==> src/lwes_pkg.sv <==
`timescale 1ns / 1ps

package lwes_pkg;

    localparam int WINDOW_LEN_DEF  = 10;
    localparam int MAX_SEGMENT_DEF = 32768;

    localparam int SAMPLE_W = 16;
    localparam int LIMIT_W  = 15;
    localparam int NEEDED_W = 4;
    localparam int SHIFT_W  = 15;
    localparam int CFG_IDX_W  = 1;
    localparam int CFG_DATA_W = 15;

    localparam logic [LIMIT_W-1:0]  LIMIT_RESET  = 15'd500;
    localparam logic [NEEDED_W-1:0] NEEDED_RESET = 4'd4;
    localparam logic [SHIFT_W-1:0]  SHIFT_MAX    = 15'h7FFF;

    localparam logic [CFG_IDX_W-1:0] REG_AMPLITUDE_LIMIT = 1'b0;
    localparam logic [CFG_IDX_W-1:0] REG_COUNT_NEEDED    = 1'b1;

    typedef enum logic [1:0] {
        STATUS_FOUND = 2'd0,
        STATUS_NONE  = 2'd1,
        STATUS_SHORT = 2'd2
    } t_status;

    typedef struct packed {
        logic signed [SAMPLE_W-1:0] sample;
        logic                       scan_from_end;
        logic                       last;
    } t_in_item;

    typedef struct packed {
        logic [SHIFT_W-1:0] shift;
        t_status            status;
    } t_out_item;

endpackage

==> src/loud_window_edge_search.sv <==
`timescale 1ns / 1ps

// Loud-window edge search over a segment of 16-bit audio samples.
// Input channel: one sample per transfer (i_in_valid / o_in_stall); the
// transfer with last set ends the segment. The first transfer of a segment
// sets the search direction. Output channel: one result per segment
// (o_out_valid / i_out_stall), holding the shift and a status code.
// Configuration: i_cfg_we writes i_cfg_data into register i_cfg_index
// (0 amplitude limit, 1 count needed); write only while the block is idle.
// The final sample passes through the input register and then the result
// register before its result is presented.
// Throughput: one sample per cycle unless the input side stalls; the loud
// count, history shift register and hit tracking are updated in between.
// When the receiver stalls, the result register holds; a later final
// sample then waits in the input register and the input side stalls, while
// samples that end no segment keep flowing through.
// Reset (synchronous, active low) empties both registers, clears the
// segment state and restores the registers to 500 and 4.
module loud_window_edge_search
    import lwes_pkg::*;
#(
    parameter int WINDOW_LEN  = WINDOW_LEN_DEF,
    parameter int MAX_SEGMENT = MAX_SEGMENT_DEF
) (
    input  logic                  i_clk,
    input  logic                  i_rst_n,
    input  logic                  i_in_valid,
    output logic                  o_in_stall,
    input  t_in_item              i_in,
    output logic                  o_out_valid,
    input  logic                  i_out_stall,
    output t_out_item             o_out,
    input  logic                  i_cfg_we,
    input  logic [CFG_IDX_W-1:0]  i_cfg_index,
    input  logic [CFG_DATA_W-1:0] i_cfg_data
);

    localparam int IDX_W = $clog2(MAX_SEGMENT + 1);
    localparam int CNT_W = $clog2(WINDOW_LEN + 1);
    localparam logic [IDX_W-1:0] WIN_IDX = IDX_W'(WINDOW_LEN);
    localparam logic [IDX_W-1:0] MAX_IDX = IDX_W'(MAX_SEGMENT);

    logic [LIMIT_W-1:0]  r_limit;
    logic [NEEDED_W-1:0] r_needed;

    logic     r_in_valid;
    t_in_item r_in;

    logic      r_out_valid;
    t_out_item r_out;
    t_out_item n_out;

    logic [WINDOW_LEN-1:0] r_hist, n_hist;
    logic [CNT_W-1:0]      r_cnt, n_cnt;
    logic [IDX_W-1:0]      r_idx, n_idx;
    logic [IDX_W-1:0]      r_hit, n_hit;
    logic                  r_hit_valid, n_hit_valid;
    logic                  r_dir, n_dir;

    logic advance;
    logic in_take;

    // Input register can move on unless it holds a final sample and the
    // result register is still occupied.
    assign advance    = r_in_valid && (!r_in.last || !r_out_valid || !i_out_stall);
    assign o_in_stall = r_in_valid && !advance;
    assign in_take    = i_in_valid && !o_in_stall;

    always_comb begin
        logic                  dir_eff;
        logic                  take;
        logic signed [16:0]    s_ext;
        logic signed [16:0]    lim_ext;
        logic                  loud;
        logic [WINDOW_LEN-1:0] hist_upd;
        logic [CNT_W-1:0]      cnt_upd;
        logic [IDX_W-1:0]      idx_upd;
        logic                  qualify;
        logic [IDX_W-1:0]      seg_idx;
        logic [IDX_W-1:0]      seg_hit;
        logic                  seg_hit_valid;
        logic [IDX_W-1:0]      base;
        logic                  found;
        logic [IDX_W-1:0]      value;

        dir_eff  = (r_idx == '0) ? r_in.scan_from_end : r_dir;
        take     = r_idx < MAX_IDX;
        s_ext    = {r_in.sample[SAMPLE_W-1], r_in.sample};
        lim_ext  = $signed({2'b00, r_limit});
        loud     = (s_ext > lim_ext) || (s_ext < -lim_ext);
        hist_upd = {loud, r_hist[WINDOW_LEN-1:1]};
        cnt_upd  = r_cnt - CNT_W'(r_hist[0]) + CNT_W'(loud);
        idx_upd  = r_idx + IDX_W'(1);
        qualify  = (idx_upd >= WIN_IDX) && (32'(cnt_upd) > 32'(r_needed));

        seg_idx       = take ? idx_upd : r_idx;
        seg_hit       = r_hit;
        seg_hit_valid = r_hit_valid;
        if (take && qualify && (dir_eff || !r_hit_valid)) begin
            seg_hit       = idx_upd - WIN_IDX;
            seg_hit_valid = 1'b1;
        end

        base  = seg_idx - WIN_IDX;
        found = dir_eff ? (seg_hit_valid && seg_hit <= base)
                        : (seg_hit_valid && seg_hit < base);
        if (!found) begin
            value = base;
        end else if (dir_eff) begin
            value = base - seg_hit;
        end else begin
            value = seg_hit;
        end

        if (seg_idx < WIN_IDX) begin
            n_out.shift  = '0;
            n_out.status = STATUS_SHORT;
        end else begin
            n_out.shift  = (32'(value) > 32'(SHIFT_MAX)) ? SHIFT_MAX : SHIFT_W'(value);
            n_out.status = found ? STATUS_FOUND : STATUS_NONE;
        end

        // A final sample returns the segment state to its cleared form.
        if (r_in.last) begin
            n_hist      = '0;
            n_cnt       = '0;
            n_idx       = '0;
            n_hit       = '0;
            n_hit_valid = 1'b0;
            n_dir       = 1'b0;
        end else begin
            n_hist      = take ? hist_upd : r_hist;
            n_cnt       = take ? cnt_upd : r_cnt;
            n_idx       = seg_idx;
            n_hit       = seg_hit;
            n_hit_valid = seg_hit_valid;
            n_dir       = dir_eff;
        end
    end

    always_ff @(posedge i_clk) begin
        if (!i_rst_n) begin
            r_limit  <= LIMIT_RESET;
            r_needed <= NEEDED_RESET;
        end else if (i_cfg_we) begin
            case (i_cfg_index)
                REG_AMPLITUDE_LIMIT: r_limit  <= i_cfg_data[LIMIT_W-1:0];
                REG_COUNT_NEEDED:    r_needed <= i_cfg_data[NEEDED_W-1:0];
                default: ;
            endcase
        end
    end

    always_ff @(posedge i_clk) begin
        if (!i_rst_n) begin
            r_in_valid <= 1'b0;
        end else if (in_take) begin
            r_in_valid <= 1'b1;
        end else if (advance) begin
            r_in_valid <= 1'b0;
        end
    end

    always_ff @(posedge i_clk) begin
        if (in_take) begin
            r_in <= i_in;
        end
    end

    always_ff @(posedge i_clk) begin
        if (!i_rst_n) begin
            r_hist      <= '0;
            r_cnt       <= '0;
            r_idx       <= '0;
            r_hit       <= '0;
            r_hit_valid <= 1'b0;
            r_dir       <= 1'b0;
        end else if (advance) begin
            r_hist      <= n_hist;
            r_cnt       <= n_cnt;
            r_idx       <= n_idx;
            r_hit       <= n_hit;
            r_hit_valid <= n_hit_valid;
            r_dir       <= n_dir;
        end
    end

    always_ff @(posedge i_clk) begin
        if (!i_rst_n) begin
            r_out_valid <= 1'b0;
        end else if (advance && r_in.last) begin
            r_out_valid <= 1'b1;
        end else if (!i_out_stall) begin
            r_out_valid <= 1'b0;
        end
    end

    always_ff @(posedge i_clk) begin
        if (advance && r_in.last) begin
            r_out <= n_out;
        end
    end

    assign o_out_valid = r_out_valid;
    assign o_out       = r_out;

    // The running loud count always equals the flags held in the history.
    a_count_matches_history: assert property (@(posedge i_clk) disable iff (!i_rst_n)
        32'(r_cnt) == $countones(r_hist))
        else $error("loud count differs from history");

    // A recorded hit is always a window that has fully arrived.
    a_hit_within_segment: assert property (@(posedge i_clk) disable iff (!i_rst_n)
        r_hit_valid |-> (32'(r_hit) + 32'(WINDOW_LEN) <= 32'(r_idx)))
        else $error("hit start beyond received samples");

    // The segment length never passes the maximum.
    a_index_bounded: assert property (@(posedge i_clk) disable iff (!i_rst_n)
        r_idx <= MAX_IDX)
        else $error("segment index overflow");

    // Finishing a segment clears its state and presents a result.
    a_segment_closes: assert property (@(posedge i_clk) disable iff (!i_rst_n)
        (advance && r_in.last) |=> (r_idx == '0 && !r_hit_valid && r_out_valid))
        else $error("segment not closed after final sample");

endmodule
==> config.mk <==
export PLATFORM = sky130hd
export DESIGN_NAME = loud_window_edge_search
export DESIGN_NICKNAME = d
export VERILOG_FILES = /design/src/lwes_pkg.sv /design/src/loud_window_edge_search.sv
export SDC_FILE = /design/constraint.sdc
export NUM_CORES = 1
export LEC_CHECK = 0
export BUFFER_PORTS_ARGS = -buffer_cell sky130_fd_sc_hd__buf_2
export CORE_UTILIZATION = 40
export DETAILED_ROUTE_END_ITERATION = 7
export PLACE_DENSITY = 0.67
export SYNTH_ARGS = -nofsm -noshare
export SYNTH_HDL_FRONTEND = slang
export SYNTH_SLANG_ARGS = --single-unit
export TNS_END_PERCENT = 50
==> constraint.sdc <==
create_clock -name i_clk -period 19.6 [get_ports i_clk]
set_input_delay 2.94 -clock i_clk [delete_from_list [all_inputs] [get_ports i_clk]]
set_output_delay 2.94 -clock i_clk [all_outputs]
set_load 0.02 [all_outputs]
==> impl_metrics.toml <==
[outcome]
status = "completed"

[timing]
finalHoldViolations = 0
period_share = 0.486
rsz0062_at_grt = "no"
relSlewSlack = 0.174
fin_skew_ns = 0.0141
finalCriticalPeriod_ns = 9.52
timing.final.max_slew_violations = 0
fin_setup_tns_ns = 0
max_freq_mhz = 105
worst_pin_slew_ns = 1.24
setup_violations = 0

[place]
hpwl_um = 14000
gp_congestion = 0.921
portBuffers = 57

[routing]
wl_per_cell_um = 15.7
drt-initial-drc-count = 520
wl_um = 19100
drt-vias-per-instance = 5.47
drtPass1Iterations = 5
antenna_left = 0
drc = 0
num_vias = 6650

[die]
pin_count = 58
start_util = 0.410
fp-row-count = 51
die_y_um = 143
die_w_um = 143
dieArea_sq_um = 20600
coreArea_sq_um = 19500

[logic_synthesis]
synth_top_flop_cell = "dfxtp_1"
ys_ff_latch = 104
async_flop_share = 0
synth_edf_count = 35
synthesis.instances = 928
syn-cell-area_sq_um = 8000
synthDistinctLibCells = 83
yosys-top-cells-area = "dfxtp_1 17%, edfxtp_1 13%, ha_1 9.7%, xnor2_1 6.1%, nand2_1 4.3%"
synthesis.nets = 1031
yosysSeqAreaShare = 0.304
yosysWarnings = 0
yosysTopAreaCell = "dfxtp_1"
synth_area_per_cell_sq_um = 8.62
synth_top_area_frac = 0.173

[setup_path]
arrival_ns = 9.62
critPathSlowestCell = "o41ai_4"
crit_family = "compound AO/OA/AOI/OAI gates"
slowest_delay_ns = 1.12
required_ns = 19.70
worstPathMaxFanout = 25
crit_type = "flop to flop"
end_kind = "flop"
critPathLaunchType = "flop"
crit_buf_inv = 3

[clock_tree]
ctsHoldBuffers = 0
clk_latency_ns = 0.36
cts_tree = "built"
postCtsSetupBuffers = 0
cts.sinks = 104
path_clk_slew_ns = 0.07
ctsRootBufferMaster = "clkbuf_16"
htree_levels = 3
cts-resized-gates = 0
cts_made_buffers = 9
cts_buffer_depth = 2

[layout]
fin_util = 0.443
area_growth_pct = 8.07
layout-drive-gt1-share = 0.119
fillerInstances = 1944
nNetsFinal = 1049
n_antenna_cell = 0

[global_route]
grt_pass1_wl_um = 31300
grt_overflow = 0
antenna_found_initial = 0
grt_pass1_vias = 6075
gr-usage-all-layers = 0.192
grt_start_max_net_pins = 71

[pwr]
p_leak_nw = 3.18
powerDensity_nw_per_um2 = 52.7
peakVddDrop_v = 0.0000355

[hold_path]
hold_class = "flop to flop"

[job]
cap_violations = 0
[placed cells by master, fill, tap and decap left out, types with 17 or more instances in the layout]
master | synthesis | layout
ha_1 | 62 | 62
nor2b_1 | 34 | 33
nor3_1 | 29 | 29
xor2_1 | 22 | 22
inv_1 | 44 | 44
a21oi_1 | 26 | 26
nor2_1 | 42 | 42
nand2_1 | 91 | 91
a22oi_1 | 20 | 20
xnor2_1 | 56 | 56
a21boi_0 | 17 | 17
nand3_1 | 39 | 39
and2_1 | 24 | 24
dfxtp_1 | 69 | 69
edfxtp_1 | 35 | 35
o21ai_0 | 63 | 63
buf_2 | 10 | 57
[state kept, by name, summed over array words and instances (netlist names)]
signal       cells
o_out           17
o_out_valid      1
r_cnt            4
r_dir            1
r_hist          10
r_hit           16
r_hit_valid      1
r_idx           16
r_in            18
r_in_valid       1
r_limit         15
r_needed         4
[report_power, final]
group          leakage [nW]  internal, mW  switching (mW)
Clock                 0.131        0.0868          0.0846
Sequential            0.893         0.228         0.00497
Combinational          2.16        0.0209          0.0303
[cell families after synthesis]
| kind of cell | synth area share |
|---|---|
| xor gates and xnor gates | 0.0875 |
| DFF | 0.304 |
| muxes | 0.0282 |
| AOI/OAI and AO/OA | 0.211 |
| buffers and inverters | 0.0551 |
| adders and majority gates | 0.102 |
| and+or+nand+nor | 0.212 |
[worst min-delay path, stage by stage, from the launching register on]
cell      delay, ns
dfxtp_1        0.31
nand2_1        0.05
a21boi_0       0.06
[layout make-up]
class	instances	area, sq um	area share
Inverter	44	165	0.0191
Tap cell	265	332	0.0384
Clock buffer	10	229	0.0265
Timing Repair Buffer	61	315	0.0365
Sequential cell	104	2430	0.281
Clock inverter	6	42.5	0.00492
Multi-Input combinational cell	726	5130	0.593
[metal layers]
| metal | track usage | wire, um | vias to the layer above | share of wire |
|---|---|---|---|---|
| met5 | 0 | 0 | - | 0 |
| met4 | 0.0532 | 279 | 0 | 0.015 |
| met3 | 0.0193 | 858 | 16 | 0.045 |
| met2 | 0.300 | 8440 | 176 | 0.44 |
| met1 | 0.279 | 9500 | 3088 | 0.50 |
| li1 | - | - | 3370 | - |
[per-stage QoR]
| step | power [mW] | cells | hold slack, ns | worst slack [ns] | instance area, sq um |
|---|---|---|---|---|---|
| after floorplan | 0.272 | 928 | 0.441 | 11.43 | 8000 |
| after global placement | 0.288 | 1200 | 0.459 | 10.57 | 8370 |
| after detailed placement | 0.289 | 1200 | 0.469 | 10.24 | 8370 |
| after CTS | 0.460 | 1216 | 0.479 | 10.19 | 8640 |
| after global routing | 0.475 | 1216 | 0.490 | 9.23 | 8640 |
| final | 0.456 | 1216 | 0.474 | 10.08 | 8640 |
[synthesized netlist by cell type (29+ instances only)]
cell	n
nand2_1	91
dfxtp_1	69
o21ai_0	63
ha_1	62
xnor2_1	56
inv_1	44
nor2_1	42
nand3_1	39
edfxtp_1	35
clkbuf_1	34
nor2b_1	34
nor3_1	29
[worst paths after layout]
path | from | to | slack [ns] | depth (start not counted)
worst max-delay path | r_limit[2] | o_out[15] | 10.08 | 42
worst min-delay path | r_needed[1] | r_needed[1] | 0.47 | 2
worst max register to register | r_limit[2] | o_out[15] | 10.08 | 42
worst min register to register | r_needed[1] | r_needed[1] | 0.47 | 2
Note: power is estimated with default switching activity, not from simulation.
